## config.mk

```make
export PLATFORM = sky130hd
export DESIGN_NAME = phased_interval_timer_core
export DESIGN_NICKNAME = d
export VERILOG_FILES = /design/src/sv/pit_pkg.sv /design/src/sv/pit_ctrl.sv /design/src/sv/pit_datapath.sv /design/src/sv/phased_interval_timer_core.sv
export SDC_FILE = /design/constraint.sdc
export NUM_CORES = 1
export LEC_CHECK = 0
export ABC_AREA = 1
export BUFFER_PORTS_ARGS = -buffer_cell sky130_fd_sc_hd__buf_2
export CORE_ASPECT_RATIO = 1.75
export CORE_MARGIN = 4
export CORE_UTILIZATION = 45
export DETAILED_ROUTE_END_ITERATION = 10
export SYNTH_ARGS = -nofsm -noshare
export SYNTH_HDL_FRONTEND = slang
export SYNTH_SLANG_ARGS = --single-unit
```

## constraint.sdc

```tcl
create_clock -name clock -period 6.4 [get_ports clock]
set_clock_uncertainty 0.1 [all_clocks]
set_input_delay 1.28 -clock clock [delete_from_list [all_inputs] [get_ports clock]]
set_output_delay 1.28 -clock clock [all_outputs]
set_load 0.01 [all_outputs]
```

## src/sv/pit_pkg.sv

```systemverilog
// Shared types, codes and a helper function of the phased interval timer.
`timescale 1ns / 1ps

package pit_pkg;

   localparam int DELTA_W = 16;
   localparam int MS_W    = 26;
   localparam int SECS_W  = 16;
   localparam int SESS_W  = 16;
   localparam int POS_W   = 8;
   localparam int PROG_W  = 16;
   localparam int DIV_CNT_W = $clog2(PROG_W);

   localparam logic [1:0] REQ_TICK  = 2'd0;
   localparam logic [1:0] REQ_START = 2'd1;
   localparam logic [1:0] REQ_STOP  = 2'd2;

   localparam logic [1:0] CSR_WORK_SECONDS  = 2'd0;
   localparam logic [1:0] CSR_SHORT_SECONDS = 2'd1;
   localparam logic [1:0] CSR_LONG_SECONDS  = 2'd2;
   localparam logic [1:0] CSR_LONG_PERIOD   = 2'd3;

   localparam logic [SECS_W-1:0] WORK_SECONDS_RESET  = 16'd1500;
   localparam logic [SECS_W-1:0] SHORT_SECONDS_RESET = 16'd300;
   localparam logic [SECS_W-1:0] LONG_SECONDS_RESET  = 16'd900;
   localparam logic [POS_W-1:0]  LONG_PERIOD_RESET   = 8'd4;

   typedef enum logic [1:0] {
      PH_WORK  = 2'd0,
      PH_SHORT = 2'd1,
      PH_LONG  = 2'd2
   } phase_type;

   typedef enum logic [1:0] {
      ST_IDLE,
      ST_LOOP,
      ST_DIV,
      ST_DONE
   } state_type;

   typedef struct packed {
      logic [1:0]         req_type;
      logic [DELTA_W-1:0] delta_ms;
   } req_type_s_type;

   typedef struct packed {
      phase_type          phase_now;
      logic [MS_W-1:0]    remaining_ms;
      logic [SESS_W-1:0]  sessions_done;
      logic               is_running;
      logic [PROG_W-1:0]  progress_q16;
   } rsp_data_type;

   typedef struct packed {
      logic take_req;
      logic loop_step;
      logic div_init;
      logic div_step;
      logic load_rsp;
   } cmd_type;

   typedef struct packed {
      logic tick_go;
      logic delta_zero;
      logic rsp_free;
   } status_type;

   // Seconds to milliseconds by shift and subtract; a zero length counts as one second.
   function automatic logic [MS_W-1:0] secs_to_ms(input logic [SECS_W-1:0] secs);
      logic [MS_W-1:0] v;
      v = (secs == '0) ? MS_W'(1) : MS_W'(secs);
      return (v << 10) - (v << 4) - (v << 3);
   endfunction

endpackage

```

## src/sv/pit_ctrl.sv

```systemverilog
// Sequencer of the phased interval timer: handshakes, phase loop and divide steps.
`timescale 1ns / 1ps

module pit_ctrl import pit_pkg::*; (
   input  logic       clock,
   input  logic       reset,
   input  logic       req_valid,
   output logic       req_ready,
   input  logic       csr_valid,
   output logic       csr_ready,
   input  status_type status,
   output cmd_type    cmd
);

   state_type              state_ff, state_in;
   logic [DIV_CNT_W-1:0]   cnt_ff, cnt_in;

   always_ff @(posedge clock) begin
      if (reset) begin
         state_ff <= ST_IDLE;
         cnt_ff   <= '0;
      end else begin
         state_ff <= state_in;
         cnt_ff   <= cnt_in;
      end
   end

   always_comb begin
      state_in  = state_ff;
      cnt_in    = cnt_ff;
      cmd       = '0;
      req_ready = 1'b0;
      csr_ready = 1'b0;
      case (state_ff)
         ST_IDLE: begin
            csr_ready = 1'b1;
            req_ready = !csr_valid;
            if (req_valid && !csr_valid) begin
               cmd.take_req = 1'b1;
               state_in     = status.tick_go ? ST_LOOP : ST_DONE;
            end
         end
         ST_LOOP: begin
            if (status.delta_zero) begin
               cmd.div_init = 1'b1;
               cnt_in       = '0;
               state_in     = ST_DIV;
            end else begin
               cmd.loop_step = 1'b1;
            end
         end
         ST_DIV: begin
            cmd.div_step = 1'b1;
            cnt_in       = cnt_ff + 1'b1;
            if (cnt_ff == DIV_CNT_W'(PROG_W - 1)) begin
               state_in = ST_DONE;
            end
         end
         ST_DONE: begin
            if (status.rsp_free) begin
               cmd.load_rsp = 1'b1;
               state_in     = ST_IDLE;
            end
         end
         default: begin
            state_in = ST_IDLE;
         end
      endcase
   end

endmodule

```

## src/sv/pit_datapath.sv

```systemverilog
// Timer state, configuration, phase advance, serial progress divider and result register.
`timescale 1ns / 1ps

module pit_datapath import pit_pkg::*; (
   input  logic           clock,
   input  logic           reset,
   input  req_type_s_type req_data,
   input  logic           csr_write,
   input  logic [1:0]     csr_index,
   input  logic [15:0]    csr_data,
   input  logic           rsp_ready,
   output logic           rsp_valid,
   output rsp_data_type   rsp_data,
   input  cmd_type        cmd,
   output status_type     status
);

   logic [MS_W-1:0]    work_ms_ff, work_ms_in;
   logic [MS_W-1:0]    short_ms_ff, short_ms_in;
   logic [MS_W-1:0]    long_ms_ff, long_ms_in;
   logic [POS_W-1:0]   period_ff, period_in;

   logic               running_ff, running_in;
   phase_type          phase_ff, phase_in;
   logic [MS_W-1:0]    remaining_ff, remaining_in;
   logic [SESS_W-1:0]  sessions_ff, sessions_in;
   logic [POS_W-1:0]   pos_ff, pos_in;
   logic [PROG_W-1:0]  progress_ff, progress_in;
   logic [DELTA_W-1:0] delta_ff, delta_in;
   logic [MS_W-1:0]    div_r_ff, div_r_in;

   logic               rsp_valid_ff, rsp_valid_in;
   rsp_data_type       rsp_ff, rsp_in;

   logic [MS_W-1:0]    cur_len;
   logic [MS_W-1:0]    new_ms;
   logic [MS_W-1:0]    delta_ext;
   logic [POS_W-1:0]   pos_next;
   logic [MS_W:0]      div_shift;
   logic               div_fit;

   function automatic logic [MS_W-1:0] len_of(input phase_type ph,
                                               input logic [MS_W-1:0] w,
                                               input logic [MS_W-1:0] s,
                                               input logic [MS_W-1:0] l);
      logic [MS_W-1:0] r;
      case (ph)
         PH_SHORT: r = s;
         PH_LONG:  r = l;
         default:  r = w;
      endcase
      return r;
   endfunction

   assign cur_len   = len_of(phase_ff, work_ms_ff, short_ms_ff, long_ms_ff);
   assign new_ms    = secs_to_ms(csr_data);
   assign delta_ext = MS_W'(delta_ff);
   assign pos_next  = pos_ff + 1'b1;
   assign div_shift = {div_r_ff, 1'b0};
   assign div_fit   = div_shift >= {1'b0, cur_len};

   assign status.tick_go    = (req_data.req_type == REQ_TICK) && running_ff;
   assign status.delta_zero = (delta_ff == '0);
   assign status.rsp_free   = !rsp_valid_ff || rsp_ready;

   assign rsp_valid = rsp_valid_ff;
   assign rsp_data  = rsp_ff;

   always_ff @(posedge clock) begin
      if (reset) begin
         work_ms_ff   <= secs_to_ms(WORK_SECONDS_RESET);
         short_ms_ff  <= secs_to_ms(SHORT_SECONDS_RESET);
         long_ms_ff   <= secs_to_ms(LONG_SECONDS_RESET);
         period_ff    <= LONG_PERIOD_RESET;
         running_ff   <= 1'b0;
         phase_ff     <= PH_WORK;
         remaining_ff <= secs_to_ms(WORK_SECONDS_RESET);
         sessions_ff  <= '0;
         pos_ff       <= '0;
         progress_ff  <= '0;
         delta_ff     <= '0;
         rsp_valid_ff <= 1'b0;
      end else begin
         work_ms_ff   <= work_ms_in;
         short_ms_ff  <= short_ms_in;
         long_ms_ff   <= long_ms_in;
         period_ff    <= period_in;
         running_ff   <= running_in;
         phase_ff     <= phase_in;
         remaining_ff <= remaining_in;
         sessions_ff  <= sessions_in;
         pos_ff       <= pos_in;
         progress_ff  <= progress_in;
         delta_ff     <= delta_in;
         rsp_valid_ff <= rsp_valid_in;
      end
   end

   always_ff @(posedge clock) begin
      div_r_ff <= div_r_in;
      rsp_ff   <= rsp_in;
   end

   always_comb begin
      work_ms_in   = work_ms_ff;
      short_ms_in  = short_ms_ff;
      long_ms_in   = long_ms_ff;
      period_in    = period_ff;
      running_in   = running_ff;
      phase_in     = phase_ff;
      remaining_in = remaining_ff;
      sessions_in  = sessions_ff;
      pos_in       = pos_ff;
      progress_in  = progress_ff;
      delta_in     = delta_ff;
      div_r_in     = div_r_ff;
      rsp_in       = rsp_ff;
      rsp_valid_in = rsp_valid_ff && !rsp_ready;

      if (csr_write) begin
         case (csr_index)
            CSR_WORK_SECONDS:  work_ms_in  = new_ms;
            CSR_SHORT_SECONDS: short_ms_in = new_ms;
            CSR_LONG_SECONDS:  long_ms_in  = new_ms;
            CSR_LONG_PERIOD:   period_in   = csr_data[POS_W-1:0];
            default:           period_in   = period_ff;
         endcase
         running_in   = 1'b0;
         phase_in     = PH_WORK;
         remaining_in = (csr_index == CSR_WORK_SECONDS) ? new_ms : work_ms_ff;
         sessions_in  = '0;
         pos_in       = '0;
         progress_in  = '0;
      end

      if (cmd.take_req) begin
         delta_in = req_data.delta_ms;
         case (req_data.req_type)
            REQ_START: running_in = 1'b1;
            REQ_STOP: begin
               running_in   = 1'b0;
               phase_in     = PH_WORK;
               remaining_in = work_ms_ff;
               sessions_in  = '0;
               pos_in       = '0;
               progress_in  = '0;
            end
            default: running_in = running_ff;
         endcase
      end

      if (cmd.loop_step) begin
         if (remaining_ff > delta_ext) begin
            remaining_in = remaining_ff - delta_ext;
            delta_in     = '0;
         end else begin
            delta_in = delta_ff - remaining_ff[DELTA_W-1:0];
            if (phase_ff == PH_WORK) begin
               sessions_in = sessions_ff + 1'b1;
               if (pos_next == period_ff) begin
                  pos_in       = '0;
                  phase_in     = PH_LONG;
                  remaining_in = long_ms_ff;
               end else begin
                  pos_in       = pos_next;
                  phase_in     = PH_SHORT;
                  remaining_in = short_ms_ff;
               end
            end else begin
               phase_in     = PH_WORK;
               remaining_in = work_ms_ff;
            end
         end
      end

      if (cmd.div_init) begin
         div_r_in    = cur_len - remaining_ff;
         progress_in = '0;
      end

      if (cmd.div_step) begin
         div_r_in    = div_fit ? MS_W'(div_shift - {1'b0, cur_len}) : div_shift[MS_W-1:0];
         progress_in = {progress_ff[PROG_W-2:0], div_fit};
      end

      if (cmd.load_rsp) begin
         rsp_in.phase_now     = phase_ff;
         rsp_in.remaining_ms  = remaining_ff;
         rsp_in.sessions_done = sessions_ff;
         rsp_in.is_running    = running_ff;
         rsp_in.progress_q16  = progress_ff;
         rsp_valid_in         = 1'b1;
      end
   end

endmodule

```

## src/sv/phased_interval_timer_core.sv

```systemverilog
// Top level of the phased interval timer: sequencer and datapath.
// Start, stop and unknown codes, and a tick while stopped, go from acceptance to the result
// register; a running tick first walks the phase loop, one pass per phase end it crosses
// and one more for any remainder left in the last phase, then runs a 16-step serial divide.
// One request beat is in flight at a time; the next is accepted as the last one completes.
// Synchronous active-high reset restores the default lengths and rewinds to a stopped work phase.
`timescale 1ns / 1ps

module phased_interval_timer_core import pit_pkg::*; (
   input  logic           clock,
   input  logic           reset,
   input  logic           req_valid,
   output logic           req_ready,
   input  req_type_s_type req_data,
   output logic           rsp_valid,
   input  logic           rsp_ready,
   output rsp_data_type   rsp_data,
   input  logic           csr_valid,
   output logic           csr_ready,
   input  logic [1:0]     csr_index,
   input  logic [15:0]    csr_data
);

   cmd_type    cmd;
   status_type status;

   pit_ctrl u_ctrl (
      .clock     (clock),
      .reset     (reset),
      .req_valid (req_valid),
      .req_ready (req_ready),
      .csr_valid (csr_valid),
      .csr_ready (csr_ready),
      .status    (status),
      .cmd       (cmd)
   );

   pit_datapath u_datapath (
      .clock     (clock),
      .reset     (reset),
      .req_data  (req_data),
      .csr_write (csr_valid && csr_ready),
      .csr_index (csr_index),
      .csr_data  (csr_data),
      .rsp_ready (rsp_ready),
      .rsp_valid (rsp_valid),
      .rsp_data  (rsp_data),
      .cmd       (cmd),
      .status    (status)
   );

endmodule

```

Word-level counts from Yosys, hierarchy flattened. Cells that the tools add are included.

Register bits: 265. Input bits: 41. Output and inout bits: 64. Word-level logic and storage cells: 135.

Add/sub/neg operators: 9. Order comparisons: 2. Equality and inequality tests: 17. Multiplexer cells: 63. Reduce and logical (&&, ||, !) cells: 24.

Operators by type and width (count): two-way mux 26 bit (11); two-way mux 16 bit (15); subtractor 26 bit (4); two-way mux 8 bit (7); case mux 26 bit (2 select lines) (1); logical NOT 16 bit (2); greater-or-equal comparator 27 x 26 -> 1 bit (1); greater-than comparator 26 x 16 -> 1 bit (1); two-way mux 2 bit (13); subtractor 26 x 16 -> 26 bit (1); adder 16 x 1 -> 16 bit (second input constant) (1); subtractor 16 bit (1); equality test 2 bit (second input constant) (6); two-way mux 1 bit (12); AND reduction 2 bit (5); adder 8 x 1 -> 8 bit (second input constant) (1); equality test 2 x 1 -> 1 bit (second input constant) (4); equality test 8 bit (1); logical NOT 2 bit (4); case mux 2 bit (4 select lines) (1); case mux 4 bit (2 select lines) (1); nonzero test 2 bit (4); adder 4 x 1 -> 4 bit (second input constant) (1); equality test 4 bit (second input constant) (1); 9 further kinds (16).

Depth between registers and ports, before layout. Gate-level depths: netlist of run 1.

Depth after elaboration: 9. Mapped depth: 25. Depth with buffers taken out: 25.

Hierarchy. A second synthesis of run 1 with hierarchy kept.

Cells, all modules: 2617. Area total of the unflattened synthesis: 18536.5 sq um.

Modules (own cells, without submodules): pit_datapath (times used 1, cells an instance 2549, area an instance 18103.6 sq um); pit_ctrl (times used 1, cells an instance 66, area an instance 425.4 sq um); phased_interval_timer_core (times used 1, cells an instance 2, area an instance 7.5 sq um).

Worst setup path after synthesis of run 1. Ideal clock, no wire load.

Path kind: input port to flip-flop. Start point: input port rsp_ready. End point: register u_datapath.rsp_ff (netlist bit u_datapath.rsp_data[0]), enable pin. Library setup time: 0.500 ns. Data arrival time: 4.270 ns. Data required time: 5.800 ns. Path slack: 1.531 ns. Stages on the path: 2. Buffers on the path: 0. Cells stage by stage: inv_1 a21oi_1.

RTL lines: start: declaration (line phased_interval_timer_core.sv:16) `input logic rsp_ready,`; end signal: assignment (line pit_datapath.sv:101) `rsp_ff <= rsp_in;`; end: declaration (line pit_datapath.sv:33) `rsp_data_type rsp_ff, rsp_in;`.

Worst setup path in the final report of run 1.
Start point: register u_datapath.phase_ff[0]. End point: register u_datapath.div_r_ff[0] (data pin).

Word-level cells in the longest chain between the ends: 5.

Ends and longest elaborated chain: start: declaration (line pit_datapath.sv:24) `phase_type phase_ff, phase_in;`; start signal: assignment (line pit_datapath.sv:89) `phase_ff <= phase_in;`; equality test 2 bit / equality test 2 x 1 -> 1 bit (equally long branches) (line pit_datapath.sv:47) `case (ph)`; case mux 26 bit (2 select lines) * (line pit_datapath.sv:47); subtractor 26 bit, or another cell as far along (line pit_datapath.sv:177) `div_r_in = cur_len - remaining_ff;`; two-way mux 26 bit, on equally long branches (line pit_datapath.sv:176, pit_datapath.sv:182); two-way mux 26 bit * (line pit_datapath.sv:181) `if (cmd.div_step) begin`; named net u_datapath.div_r_in[0] (line pit_datapath.sv:30) `logic [MS_W-1:0] div_r_ff, div_r_in;`; end signal: assignment (line pit_datapath.sv:100) `div_r_ff <= div_r_in;`; end: declaration (line pit_datapath.sv:30).

The timed path passes the listed nets; every way through them passes the cells marked *. The select of a mux whose other input is x is not followed. A chain may end at the register's enable or synchronous reset.

==> results of run 1 <==
flip-flops by register name, summed over array words and instances, names as in the netlist:
name                     count
u_datapath.long_ms_ff       23
u_datapath.sessions_ff      16
u_datapath.div_r_ff         26
u_datapath.phase_ff          2
u_ctrl.state_ff              2
u_datapath.remaining_ff     26
u_datapath.work_ms_ff       26
u_datapath.rsp_data         61
u_datapath.running_ff        1
u_datapath.short_ms_ff      23
u_ctrl.cnt_ff                4
u_datapath.period_ff         8
u_datapath.progress_ff      16
u_datapath.pos_ff            8
u_datapath.rsp_valid         1
u_datapath.delta_ff         16
cell families (layout without fill, tap and decap cells):
| family | count (synthesis) | after routing |
|---|---|---|
| AOI/OAI and AO/OA | 648 | 648 |
| xor gates and xnor gates | 70 | 70 |
| adders and majority gates | 135 | 135 |
| buffers and inverters | 427 | 510 |
| DFF | 259 | 259 |
| other | 0 | 1 |
| and+or+nand+nor | 1054 | 1054 |
through the flow:
step | cell area, um^2 | worst slack (ns) | cells
2_1_floorplan | 18500 | 1.53 | 2593
3_5_place_dp | 19500 | 1.23 | 3178
4_1_cts | 20400 | 1.47 | 3226
5_1_grt | 20400 | 1.28 | 3227
6_report | 20400 | 1.34 | 3227
3_3_place_gp | 19500 | 1.25 | 3178
cell type report:
class / instances / area [um^2] / share of cell area [%]
timing repair buffer: 127 / 708 / 3.47
multi-input combinational: 1907 / 10800 / 52.8
inverter: 335 / 1260 / 6.20
clock buffer: 36 / 741 / 3.63
antenna: 1 / 2.50 / 0.0123
clock inverter: 12 / 176 / 0.865
tap: 550 / 688 / 3.37
sequential: 259 / 6060 / 29.7
how the worst max path moves through the flow:
stage	cells past startpoint	start	end
finish	12	u_datapath.phase_ff[0]	u_datapath.div_r_ff[0]
global route	13	u_datapath.phase_ff[1]	u_datapath.div_r_ff[4]
CTS	11	u_datapath.phase_ff[1]	u_datapath.div_r_ff[0]
detailed placement	22	csr_data[3]	u_datapath.remaining_ff[21]
global placement	22	csr_data[6]	u_datapath.remaining_ff[21]
floorplan	2	rsp_ready	u_datapath.rsp_data[0]
synthesized netlist by cell type (5+ instances only):
| library cell | number | share of area (%) |
|---|---|---|
| nor2_2 | 6 | 0.20 |
| dfxtp_1 | 172 | 19 |
| o21ai_1 | 7 | 0.19 |
| nand3_1 | 152 | 4.1 |
| buf_6 | 5 | 0.30 |
| nand2_1 | 541 | 11 |
| nand2_2 | 9 | 0.30 |
| o21a_1 | 5 | 0.20 |
| and2_1 | 5 | 0.17 |
| or2_2 | 12 | 0.41 |
| o21ai_0 | 233 | 6.3 |
| clkbuf_1 | 52 | 1.1 |
| a221o_1 | 23 | 1.2 |
| nor2_1 | 201 | 4.1 |
| nand4_1 | 47 | 1.6 |
| a21oi_1 | 262 | 7.1 |
| buf_2 | 21 | 0.57 |
| edfxtp_1 | 87 | 14 |
| fa_1 | 12 | 1.3 |
| xnor2_1 | 24 | 1.1 |
| nor4_1 | 7 | 0.24 |
| buf_4 | 6 | 0.24 |
| a21o_1 | 16 | 0.65 |
| o211ai_1 | 24 | 0.97 |
| xor2_1 | 46 | 2.2 |
| nand3_2 | 9 | 0.49 |
| nand3b_1 | 7 | 0.28 |
| o221ai_1 | 7 | 0.33 |
| nor3_1 | 37 | 1.0 |
| a31oi_1 | 19 | 0.64 |
| inv_1 | 313 | 6.4 |
| o22ai_1 | 8 | 0.27 |
| ha_1 | 123 | 8.3 |
| buf_1 | 7 | 0.14 |
| o21bai_1 | 17 | 0.69 |
| inv_2 | 15 | 0.30 |
layer usage:
metal / wire (um) / vias up
met4: 5710 / 0
met5: 0 / -
met2: 36300 / 755
met3: 3830 / 278
met1: 24700 / 8705
li1: - / 8878
where the power goes:
group          leakage (nW)  total, mW  internal (mW)  switching [mW]
logic                  6.24       5.63           1.80            3.83
registers              2.20       2.47           2.15           0.323
clock network         0.442       1.69          0.974           0.711
total                  8.88       9.79           4.92            4.87
==> results.cfg, run 1 <==
[job]
cap_violations = 0

[floorplan]
start_util_pct = 45.4
fp.dieW_um = 161
die-area_mm2 = 0.0445
io_pins = 105
die_h_um = 276
core_area_mm2 = 0.0407
row_count = 98

[clock_network]
clk_pin_slew_ns = 0.07
clock_latency_ns = 0.58
cts_buffer_depth = 3
h-tree-depth = 1
clkSinkCount = 259
post-cts-setup-buffer-count = 0
root_buffer = clkbuf_16
numCtsBuffers = 26
tritoncts = built
cts_resized = 0
cts_hold_buf = 0

[setup_path]
reg2regPathDepth = 12
r2r-start = u_datapath.phase_ff[0]
timing.reg2reg.setup_slack_ns = 1.34
critical_path_class = register to register
crit_chain = inv_1, ha_1, buf_4, a221o_1, o21ai_0, ha_1, nand2_1, nor4b_1, nand4_1, nand3_2, nand2_1, o22ai_1
path_max_fanout = 26
slowest_stage = nor4b_1
rr_endpoint = u_datapath.div_r_ff[0]
crit_family = simple AND/OR/NAND/NOR gates
crit_buf_inv = 2
worst_path_largest_cell_delay_ns = 0.87
crit_arrival_ns = 5.34
end_kind = register
required_ns = 6.68
start_kind = register

[detailed_routing]
ant_nets = 0
vias = 18600
drt_iter0_markers = 1665
drc = 0
wl_per_cell_um = 21.8
first_pass_iters = 6
finalWirelength_um = 70500
vias_per_cell = 5.77

[sta]
fmax_mhz = 198
relSlewSlack_pct = 12.9
setup_viol = 0
min_period_ns = 5.06
tightest_slew_ns = 1.29
finalCritPeriodShare_pct = 79.1
rsz0062_at_grt = no
maxSlewViolCount = 0
hold_violations = 0
holdWs_ns = 0.346
fin_tns_setup_ns = 0

[synthesis]
synthAdderAreaFrac_pct = 9.62
synth_xor_area_share_pct = 3.31
ys_dominant_reg_cell = dfxtp_1
syn_inst = 2593
syn_nets = 2769
synth_edf_count = 87
ys_ff_latch = 259
ys_warn_count = 0
synth_cell_types = 63
synth_simple_gate_area_share_pct = 25.4
synth_area_mm2 = 0.0185
synthMuxAreaShare_pct = 0
synth_top_family_by_area = simple AND/OR/NAND/NOR gates
async_flop_share_pct = 0
synth-seq-area-share_pct = 32.7
synth_compound_area_share_pct = 19.8
synth.avg_cell_area_um2 = 7.14

[grt]
gr-usage-met2_pct = 56.8
grt_usage_pct = 30.5
top_usage_layer = met2
grt_use_met3_pct = 4.16
grt_overflow = 0
use_met1_pct = 31.3
antenna_found_initial = 1
grt_pass1_wl_um = 106000
grt_max_degree = 72
grt_pass1_vias = 18400

[placement]
io_buffers = 104
routabilityCongestion = 1.06
dp_hpwl_um = 55400

[layout]
num-fill-cells = 4179
final_util_pct = 50.1
drive_above_1_share_pct = 9.16
nets = 2832
final_cell_mix = nand2_1, inv_1, a21oi_1
final_common_cell = nand2_1
area_growth_pct = 10.3

[status]
status = finished, final reports clean

[pwr]
leakage_nw = 8.88
power.total_mw = 9.79
ir_drop_mv = 0.208
power.density_mw_per_mm2 = 480

[hold_path]
hold_end = u_datapath.rsp_data[15]
min-delay-start = u_datapath.progress_ff[15]
holdPathStages = 0
hold_class = register to register
(Power assumes the default switching activity.)
==> run 2: changes to the inputs <==
clock period = 4.1 ns   (was 6.4 ns; I/O delays follow)
==> results.cfg, run 2 (same netlist as run 1, synthesis figures left out) <==
[status]
status = finished, final reports clean

[placement]
pre_cts_ws_ns = -0.304
io_buffers = 104
routabilityCongestion = 1.00
dp_hpwl_um = 60300

[sta]
finalCritPeriodShare_pct = 96.4
maxSlewViolCount = 0
min_period_ns = 3.95
fmax_mhz = 253
rsz0062_at_grt = yes
fin_ws_ns = 0.148
setup_viol = 0
tightest_slew_ns = 1.03
relSlewSlack_pct = 31.1
hold_violations = 0

[clock_network]
clock_latency_ns = 0.58
post-cts-setup-buffer-count = 0
clk_pin_slew_ns = 0.06
tritoncts = built
cts_buffer_depth = 3
root_buffer = clkbuf_16
clkSinkCount = 259
h-tree-depth = 1
numCtsBuffers = 26

[layout]
area_growth_pct = 20.8
largest_reg_flops = 61
final_cell_mix = nand2_1, inv_1, buf_4
drive_above_1_share_pct = 17.3
final_common_cell = nand2_1
final_util_pct = 54.9
nets = 3085
num_antenna_cells = 0

[floorplan]
die_h_um = 276
row_count = 98
core_area_mm2 = 0.0407
die-area_mm2 = 0.0445
fp.dieW_um = 161
start_util_pct = 45.4
io_pins = 105

[pwr]
power.switching_mw = 8.12
seqPwrFrac_pct = 22.5
switching_share_pct = 47.8
clkPwrFrac_pct = 15.2
leakage_nw = 10.1
ir_drop_mv = 0.335
intPower_mw = 8.88
power.density_mw_per_mm2 = 761
comb_power_share_pct = 62.3

[setup_path]
crit_arrival_ns = 4.17
worst_path_largest_cell_delay_ns = 0.38
required_ns = 4.32
critical_path_class = register to register
start_kind = register
path_max_fanout = 18
cpMostUsedCell = buf_4
slowest_stage = ha_1
end_kind = register
crit_chain = inv_1, ha_1, inv_2, buf_12, buf_4, a221o_1, o21ai_0, ha_1, buf_4, nand2_1, nor2_1, buf_4, a21oi_1, nand3_1, a21o_1, nor2_1, o21ai_0, nand3_1, nand2_1

[job]
cap_violations = 0

[detailed_routing]
drc = 0
ant_nets = 0
wl_per_cell_um = 21.4
drt_iter0_markers = 1593
vias = 19500
vias_per_cell = 5.60
first_pass_iters = 5
finalWirelength_um = 74500

[grt]
grt_overflow = 0
grt_pass1_wl_um = 112000
grt_max_degree = 64
grt_usage_pct = 32.6
antenna_found_initial = 0
grt_pass1_vias = 19800

[hold_path]
hold_class = register to register
run 2: cell type report:
cell class / instances / area [um^2]
fillers: 4159 / 18400
multi-input cells: 1907 / 10800
flip-flops and latches: 259 / 6060
repair buffers: 380 / 2650
inverters: 335 / 1260
clock buffers: 34 / 721
well taps: 550 / 688
clock inverters: 12 / 184
run 2: critical path, delay by kind of cell, from the launching register on:
kind	cells	cell delay [ns]
AOI/OAI and AO/OA	5	1.09
adders and majority gates	2	0.70
buffers and inverters	6	0.76
DFF	1	0.36
and+or+nand+nor	6	0.68
run 2: through the flow:
step / hold WS [ns] / TNS, ns / area, um^2 / instances / power (mW)
global placement: 0.319 / -4.47 / 21400 / 3431 / 14.2
finish: 0.347 / 0 / 22400 / 3477 / 17.0
global route: 0.359 / -0.0582 / 22400 / 3477 / 18.1
detailed placement: 0.334 / -6.14 / 21400 / 3431 / 14.2
floorplan: 0.309 / 0 / 18500 / 2593 / 9.81
CTS: 0.348 / 0 / 22300 / 3477 / 16.8
run 2: metal layers:
layer | GRT usage, % | routed length (um) | vias up
li1 | - | - | 9394
met1 | 31.2 | 24800 | 9044
met2 | 62.6 | 39500 | 733
met3 | 2.95 | 3020 | 316
met4 | 25.1 | 7220 | 0
met5 | 0 | 0 | -
run 2: power groups by stage:
stage / sequential [mW] / combinational [mW] / clock (mW)
after floorplan: 3.72 / 6.09 / 0
after global placement: 3.86 / 10.3 / 0
after detailed placement: 3.87 / 10.4 / 0
after CTS: 3.81 / 10.4 / 2.62
after global routing: 3.87 / 11.5 / 2.72
final: 3.83 / 10.6 / 2.58
run 2: final timing paths:
kind	depth (start not counted)	slack, ns	endpoint	from
max	19	0.15	u_datapath.div_r_ff[20]	u_datapath.phase_ff[0]
min	0	0.35	u_datapath.rsp_data[15]	u_datapath.progress_ff[15]
max reg2reg	19	0.15	u_datapath.div_r_ff[20]	u_datapath.phase_ff[0]
min reg2reg	0	0.35	u_datapath.rsp_data[15]	u_datapath.progress_ff[15]
run 2: what timing repair did:
action,4_1_cts,5_1_grt
setup endpoints to repair,0,31
hold buffers,0,0
resized for setup,0,18
